[config.mk]
export PLATFORM = sky130hd
export DESIGN_NAME = sgr_style_register_update_top
export DESIGN_NICKNAME = d
export VERILOG_FILES = /design/src/rtl/sgr_pkg.sv /design/src/rtl/sgr_in_stage.sv /design/src/rtl/sgr_update.sv /design/src/rtl/sgr_style_register_update_top.sv
export SDC_FILE = /design/constraint.sdc
export NUM_CORES = 1
export LEC_CHECK = 0
export BUFFER_PORTS_ARGS = -buffer_cell sky130_fd_sc_hd__buf_4
export CAP_MARGIN = 40
export CORE_ASPECT_RATIO = 0.6
export CORE_MARGIN = 5
export CORE_UTILIZATION = 50
export CTS_CLUSTER_DIAMETER = 80
export DETAILED_ROUTE_END_ITERATION = 16
export GPL_ROUTABILITY_DRIVEN = 0
export PLACE_DENSITY = 0.71
export SYNTH_ARGS = -nofsm -noshare
export SYNTH_HDL_FRONTEND = slang
export SYNTH_SLANG_ARGS = --single-unit
[constraint.sdc]
create_clock -name clk -period 5.6 [get_ports clk]
set_input_delay 1.12 -clock clk [delete_from_list [all_inputs] [get_ports clk]]
set_output_delay 1.12 -clock clk [all_outputs]
set_load 0.1 [all_outputs]
[src/rtl/sgr_pkg.sv]
// Types and constants shared by the SGR style register modules.
`default_nettype none

package sgr_pkg;

    localparam int ATTR_W = 10;

    localparam logic [1:0] KIND_DEFAULT = 2'd0;
    localparam logic [1:0] KIND_TABLE   = 2'd1;
    localparam logic [1:0] KIND_RGB     = 2'd2;

    localparam logic [ATTR_W-1:0] ATTR_UNDER      = 10'h008;
    localparam logic [ATTR_W-1:0] ATTR_UNDER2     = 10'h200;
    localparam logic [ATTR_W-1:0] ATTR_BOLD_FAINT = 10'h003;
    localparam logic [ATTR_W-1:0] ATTR_SLANT      = 10'h004;
    localparam logic [ATTR_W-1:0] ATTR_BLINKS     = 10'h030;
    localparam logic [ATTR_W-1:0] ATTR_INVERSE    = 10'h040;
    localparam logic [ATTR_W-1:0] ATTR_HIDDEN     = 10'h080;

    localparam logic [15:0] CODE_RESET       = 16'd0;
    localparam logic [15:0] CODE_SET_LAST    = 16'd9;
    localparam logic [15:0] CODE_DBL_UNDER   = 16'd21;
    localparam logic [15:0] CODE_CLR_FIRST   = 16'd22;
    localparam logic [15:0] CODE_CLR_LAST    = 16'd28;
    localparam logic [15:0] CODE_FG_FIRST    = 16'd30;
    localparam logic [15:0] CODE_BG_FIRST    = 16'd40;
    localparam logic [15:0] CODE_BG_LAST     = 16'd49;
    localparam logic [15:0] CODE_BR_FG_FIRST = 16'd90;
    localparam logic [15:0] CODE_BR_FG_LAST  = 16'd97;
    localparam logic [15:0] CODE_BR_BG_FIRST = 16'd100;
    localparam logic [15:0] CODE_BR_BG_LAST  = 16'd107;

    localparam logic [7:0] CODE_CLR_BOLD    = 8'd22;
    localparam logic [7:0] CODE_CLR_ITALIC  = 8'd23;
    localparam logic [7:0] CODE_CLR_UNDER   = 8'd24;
    localparam logic [7:0] CODE_CLR_BLINK   = 8'd25;
    localparam logic [7:0] CODE_CLR_REVERSE = 8'd27;
    localparam logic [7:0] CODE_CLR_CONCEAL = 8'd28;

    localparam logic [3:0] DIGIT_EXTENDED = 4'd8;
    localparam logic [3:0] DIGIT_DEFAULT  = 4'd9;

    localparam logic [7:0] SUB_TABLE = 8'd5;
    localparam logic [7:0] SUB_RGB   = 8'd2;

    // bright codes map to table entries 8-15
    localparam logic [7:0] BR_FG_OFFSET = 8'd82;
    localparam logic [7:0] BR_BG_OFFSET = 8'd92;

    typedef struct packed {
        logic [15:0] code;
        logic [7:0]  sub_kind;
        logic [7:0]  sub_a;
        logic [7:0]  sub_b;
        logic [7:0]  sub_c;
        logic        final_param;
    } in_item_t;

    typedef struct packed {
        logic [ATTR_W-1:0] attr_bits;
        logic [1:0]        fg_kind;
        logic [7:0]        fg_index;
        logic [7:0]        fg_red;
        logic [7:0]        fg_green;
        logic [7:0]        fg_blue;
        logic [1:0]        bg_kind;
        logic [7:0]        bg_index;
        logic [7:0]        bg_red;
        logic [7:0]        bg_green;
        logic [7:0]        bg_blue;
        logic              sequence_done;
    } out_item_t;

    typedef struct packed {
        logic [1:0] kind;
        logic [7:0] index;
        logic [7:0] red;
        logic [7:0] green;
        logic [7:0] blue;
    } colour_t;

    typedef struct packed {
        logic [ATTR_W-1:0] attr;
        colour_t           fg;
        colour_t           bg;
    } style_t;

    localparam colour_t COLOUR_DEFAULT = '{kind: KIND_DEFAULT, index: 8'd0,
                                           red: 8'd0, green: 8'd0, blue: 8'd0};

    localparam style_t STYLE_RESET = '{attr: '0, fg: COLOUR_DEFAULT, bg: COLOUR_DEFAULT};

    function automatic colour_t colour_table(input logic [7:0] idx);
        colour_t c;
        c       = COLOUR_DEFAULT;
        c.kind  = KIND_TABLE;
        c.index = idx;
        return c;
    endfunction

    function automatic colour_t colour_rgb(input logic [7:0] r, input logic [7:0] g,
                                           input logic [7:0] b);
        colour_t c;
        c       = COLOUR_DEFAULT;
        c.kind  = KIND_RGB;
        c.red   = r;
        c.green = g;
        c.blue  = b;
        return c;
    endfunction

endpackage

`default_nettype wire

[src/rtl/sgr_in_stage.sv]
// Input register stage for SGR parameter items.
`default_nettype none

module sgr_in_stage (
    input  wire logic             clk,
    input  wire logic             rst_n,
    input  wire logic             param_valid,
    output logic                  param_stall,
    input  wire sgr_pkg::in_item_t param,
    input  wire logic             take,
    output logic                  hold_valid,
    output sgr_pkg::in_item_t     hold_item
);
    import sgr_pkg::*;

    logic     valid_reg;
    logic     valid_next;
    in_item_t item_reg;
    logic     accept;

    assign param_stall = valid_reg && !take;
    assign accept      = param_valid && !param_stall;

    always_comb
    begin
        if (accept)
        begin
            valid_next = 1'b1;
        end
        else if (take)
        begin
            valid_next = 1'b0;
        end
        else
        begin
            valid_next = valid_reg;
        end
    end

    always_ff @(posedge clk or negedge rst_n)
    begin
        if (!rst_n)
        begin
            valid_reg <= 1'b0;
        end
        else
        begin
            valid_reg <= valid_next;
        end
    end

    always_ff @(posedge clk)
    begin
        if (accept)
        begin
            item_reg <= param;
        end
    end

    assign hold_valid = valid_reg;
    assign hold_item  = item_reg;

endmodule

`default_nettype wire

[src/rtl/sgr_update.sv]
// Next-style decode for one SGR parameter.
`default_nettype none

module sgr_update (
    input  wire sgr_pkg::style_t   cur,
    input  wire sgr_pkg::in_item_t item,
    output sgr_pkg::style_t        nxt
);
    import sgr_pkg::*;

    logic [ATTR_W-1:0] clr_mask;
    logic              is_bg;
    logic [7:0]        digit8;
    logic [3:0]        digit;
    colour_t           col_old;
    colour_t           col_new;

    always_comb
    begin
        case (item.code[7:0])
            CODE_CLR_BOLD:    clr_mask = ATTR_BOLD_FAINT;
            CODE_CLR_ITALIC:  clr_mask = ATTR_SLANT;
            CODE_CLR_UNDER:   clr_mask = ATTR_UNDER | ATTR_UNDER2;
            CODE_CLR_BLINK:   clr_mask = ATTR_BLINKS;
            CODE_CLR_REVERSE: clr_mask = ATTR_INVERSE;
            CODE_CLR_CONCEAL: clr_mask = ATTR_HIDDEN;
            default:          clr_mask = '0;
        endcase
    end

    // colour codes 30-49: tens digit picks the layer, units digit the action
    always_comb
    begin
        is_bg   = item.code >= CODE_BG_FIRST;
        digit8  = item.code[7:0] - (is_bg ? CODE_BG_FIRST[7:0] : CODE_FG_FIRST[7:0]);
        digit   = digit8[3:0];
        col_old = is_bg ? cur.bg : cur.fg;
        case (digit)
            DIGIT_EXTENDED:
            begin
                if (item.sub_kind == SUB_TABLE)
                begin
                    col_new = colour_table(item.sub_a);
                end
                else if (item.sub_kind == SUB_RGB)
                begin
                    col_new = colour_rgb(item.sub_a, item.sub_b, item.sub_c);
                end
                else
                begin
                    col_new = col_old;
                end
            end
            DIGIT_DEFAULT: col_new = COLOUR_DEFAULT;
            default:       col_new = colour_table({4'd0, digit});
        endcase
    end

    always_comb
    begin
        nxt = cur;
        if (item.code == CODE_RESET)
        begin
            nxt = STYLE_RESET;
        end
        else if (item.code <= CODE_SET_LAST)
        begin
            nxt.attr = cur.attr | (ATTR_W'(1) << (item.code[3:0] - 4'd1));
        end
        else if (item.code == CODE_DBL_UNDER)
        begin
            nxt.attr = cur.attr | ATTR_UNDER2;
        end
        else if (item.code >= CODE_CLR_FIRST && item.code <= CODE_CLR_LAST)
        begin
            nxt.attr = cur.attr & ~clr_mask;
        end
        else if (item.code >= CODE_FG_FIRST && item.code <= CODE_BG_LAST)
        begin
            if (is_bg)
            begin
                nxt.bg = col_new;
            end
            else
            begin
                nxt.fg = col_new;
            end
        end
        else if (item.code >= CODE_BR_FG_FIRST && item.code <= CODE_BR_FG_LAST)
        begin
            nxt.fg = colour_table(item.code[7:0] - BR_FG_OFFSET);
        end
        else if (item.code >= CODE_BR_BG_FIRST && item.code <= CODE_BR_BG_LAST)
        begin
            nxt.bg = colour_table(item.code[7:0] - BR_BG_OFFSET);
        end
    end

endmodule

`default_nettype wire

[src/rtl/sgr_style_register_update_top.sv]
// Top level of the SGR style register: input stage, decode, style and result registers.
//
// channel | role   | handshake                 | payload
// param   | input  | param_valid / param_stall | sgr_pkg::in_item_t
// style   | output | style_valid / style_stall | sgr_pkg::out_item_t
//
// One item per cycle while not stalled; path: input register, then result register.
// The style register and the result register load together from the decode.
// Reset returns the style to no attributes and default colours.
// A stalled result holds; the input register still takes one more item.
`default_nettype none

module sgr_style_register_update_top (
    input  wire logic              clk,
    input  wire logic              rst_n,
    input  wire logic              param_valid,
    output logic                   param_stall,
    input  wire sgr_pkg::in_item_t param,
    output logic                   style_valid,
    input  wire logic              style_stall,
    output sgr_pkg::out_item_t     style
);
    import sgr_pkg::*;

    logic      hold_valid;
    in_item_t  hold_item;
    logic      take;
    style_t    style_reg;
    style_t    style_next;
    logic      out_valid_reg;
    logic      out_valid_next;
    out_item_t out_reg;

    assign take = hold_valid && (!out_valid_reg || !style_stall);

    sgr_in_stage u_in (
        .clk         (clk),
        .rst_n       (rst_n),
        .param_valid (param_valid),
        .param_stall (param_stall),
        .param       (param),
        .take        (take),
        .hold_valid  (hold_valid),
        .hold_item   (hold_item)
    );

    sgr_update u_upd (
        .cur  (style_reg),
        .item (hold_item),
        .nxt  (style_next)
    );

    always_comb
    begin
        if (take)
        begin
            out_valid_next = 1'b1;
        end
        else if (style_stall)
        begin
            out_valid_next = out_valid_reg;
        end
        else
        begin
            out_valid_next = 1'b0;
        end
    end

    always_ff @(posedge clk or negedge rst_n)
    begin
        if (!rst_n)
        begin
            out_valid_reg <= 1'b0;
            style_reg     <= STYLE_RESET;
        end
        else
        begin
            out_valid_reg <= out_valid_next;
            if (take)
            begin
                style_reg <= style_next;
            end
        end
    end

    always_ff @(posedge clk)
    begin
        if (take)
        begin
            out_reg.attr_bits     <= style_next.attr;
            out_reg.fg_kind       <= style_next.fg.kind;
            out_reg.fg_index      <= style_next.fg.index;
            out_reg.fg_red        <= style_next.fg.red;
            out_reg.fg_green      <= style_next.fg.green;
            out_reg.fg_blue       <= style_next.fg.blue;
            out_reg.bg_kind       <= style_next.bg.kind;
            out_reg.bg_index      <= style_next.bg.index;
            out_reg.bg_red        <= style_next.bg.red;
            out_reg.bg_green      <= style_next.bg.green;
            out_reg.bg_blue       <= style_next.bg.blue;
            out_reg.sequence_done <= hold_item.final_param;
        end
    end

    assign style_valid = out_valid_reg;
    assign style       = out_reg;

endmodule

`default_nettype wire

==> run metrics <==
status complete, no violations; Overflow after GRT 0; share of layout cells above drive strength 1 22.3%; first-pass GRT wire length approximately 46000 um; final net count 1097; post-synth cell types 82; unrepaired setup endpoints after global routing false; Placed Cells around 1.3k; clock latency at the later pin of the worst-skew pair roughly 510 ps; maximum VDD drop approximately 240 uV; Yosys reg bits 208; final hold violation count 0; Worst setup EP type flip-flop; Total GRT Usage 24.5%; total CTS buffers 20; syn avg cell area ~11 um2; Initial DRT Pass Iterations 7; routed vias/inst 6.33; P per Cell Area 293 nW/um2; clock tree buffer depth 3; Crit-path slowest cell fa_1; Clock Sink Count 208; Die Y-Extent 121 um; max incr delay on CP 580 ps; most frequent cells in the layout buf_4, edfxtp_1, nand2_1; # diodes 0; fin. max-slew vios 0; EDFF count, synth 128; setup TNS 0 ps; Ys Warns 0; Arrival @ worst endpoint 4680 ps; max-cap viol count 0; Starting Density 51.2%; Worst-Margin Slew 936 ps; Setup-failing EPs final 0; Post-synth ARST share between 30% and 40%; final worst-path cycle share between 70% and 80%; Post-Syn Nets slightly below 1k; minimum clock period 4420 ps; die width 196 um; wire per inst 22.5 um; kind of critical path reg -> reg; CP startpoint kind flip-flop; sequential fraction of the synthesis area 56.6%; Root Buffer clkbuf_16; most common library cell in the layout ignoring fill and taps buf_4; drc violations 0; Crit Path Max Fanout 13; static leakage 5.00 nW; post-synthesis cell count 924; setup ws final 1180 ps; Post-Route Skew approximately 15 ps; Primary FF master, synth edfxtp_1; pre-CTS setup slack 1320 ps; I/O pins 134; post-CTS setup buffers 0; max reg flops 157; dpl hpwl between 15000 and 20000 um; FP Rows 40; number of global-route vias before repair 7803; Slew HR 37.4%; CTS tree done; Final Non-Filler Cells 1321; DR vias approximately 8.4k; final core utilization 60.3%; Die ar. 23700 um2; synthesized cell area 10300 um2; Post-DP Area between 10000 and 15000 um2; CTS hold repair buffers 0; fin area 12200 um2; port bufs 133; routed wire length 29700 um; Crit path top cell by count nand2_1; Layout area overhead 17.7%; CTS HTree Levels 1; Antenna Nets Post-Route 0; Worst Hold Class reg -> reg; reg2reg setup slack 1180 ps; Core Footprint 20200 um2; critical path required time between 5000 and 6000 ps; Peak Freq about 230 MHz; initial antenna violation count 0; CP cell instances inv_1, ha_1, a311oi_1, nand2_1, fa_1, nor2_1, nand2_1, a211oi_1, nand2_1, o21ai_0, a21oi_1, o21a_1; CTS clk-pin slew, worst paths ~70 ps; largest net degree at the start of global routing 65; Gates resized, CTS repair 0; # fillers 1628; DR iter-0 viols approximately 1.1k
-- synth_stat cells (all sizes together), types with 10 or more instances --
| cell type | number | area [um2] |
|---|---|---|
| buf | 37 | 211 |
| mux2i | 28 | 280 |
| a21oi | 46 | 245 |
| o21a | 10 | 75.1 |
| nand2 | 109 | 409 |
| o311ai | 16 | 148 |
| dfrtp | 80 | 2000 |
| a211o | 10 | 87.6 |
| o211ai | 21 | 158 |
| a22oi | 21 | 158 |
| nor3 | 14 | 75.1 |
| nand3 | 48 | 240 |
| a211oi | 26 | 318 |
| edfxtp | 128 | 3840 |
| clkbuf | 29 | 109 |
| a22o | 19 | 166 |
| o21ai | 52 | 264 |
| nor2 | 88 | 349 |
| a31oi | 10 | 62.6 |
-- path summary, 6_finish.rpt --
check / startpoint / endpoint / cells past startpoint
hold reg to reg: u_in.hold_item[0] / style[0] / 0
max in group asynchronous: rst_n / style_reg[56] / 2
min in group asynchronous: rst_n / style_reg[44] / 1
setup / recovery: u_in.hold_item[35] / style[67] / 12
setup reg to reg: u_in.hold_item[35] / style[67] / 12
hold / removal: u_in.hold_item[0] / style[0] / 0
-- where the power goes --
group / internal, mW / switching [mW]
combinational: 0.102 / 0.410
clock: 0.731 / 0.576
sequential: 1.71 / 0.0360
-- routing by layer --
layer	up-vias	part of all wire [%]	wire length (um)	GRT usage (%)
met2	559	38	11300	30.8
li1	3733	-	-	-
met1	4019	46	13700	39.2
met3	50	14	4110	9.38
met5	-	0	0	1.09
met4	0	1.9	564	4.49
-- stage by stage --
| step | hold WS (ps) | power, mW |
|---|---|---|
| floorplan | 400 | 2.13 |
| global placement | 405 | 2.28 |
| detailed placement | 409 | 2.28 |
| CTS | 425 | 3.58 |
| global route | 427 | 3.67 |
| finish | 422 | 3.56 |
-- cell type report --
type / count / area [um2] / share of cell area [%]
clock buffer: 24 / 537 / 4.41
clock inverter: 12 / 83.8 / 0.689
inverter: 9 / 37.5 / 0.309
multi-input combinational: 641 / 4160 / 34.2
sequential: 208 / 5850 / 48.1
tap: 273 / 342 / 2.81
timing repair buffer: 154 / 1160 / 9.58
-- worst max-delay path: cells and delay by family (launching register included) --
family                   cells  cell delay [ps]
buffers and inverters        1              240
AND/OR/NAND/NOR              4              880
flip-flops                   1              570
AO/OA/AOI/OAI                5             1450
adder cells (fa/ha/maj)      2             1020
-- logic make-up after synthesis --
family,count (synthesis),synth area share (%)
muxes,33,3.26
xor gates and xnor gates,8,0.678
DFF,208,56.6
AOI/OAI and AO/OA,287,21.0
adders and majority gates,10,1.28
buffers and inverters,75,3.45
and+or+nand+nor,303,13.7
Power figures use the tool's default switching activity.
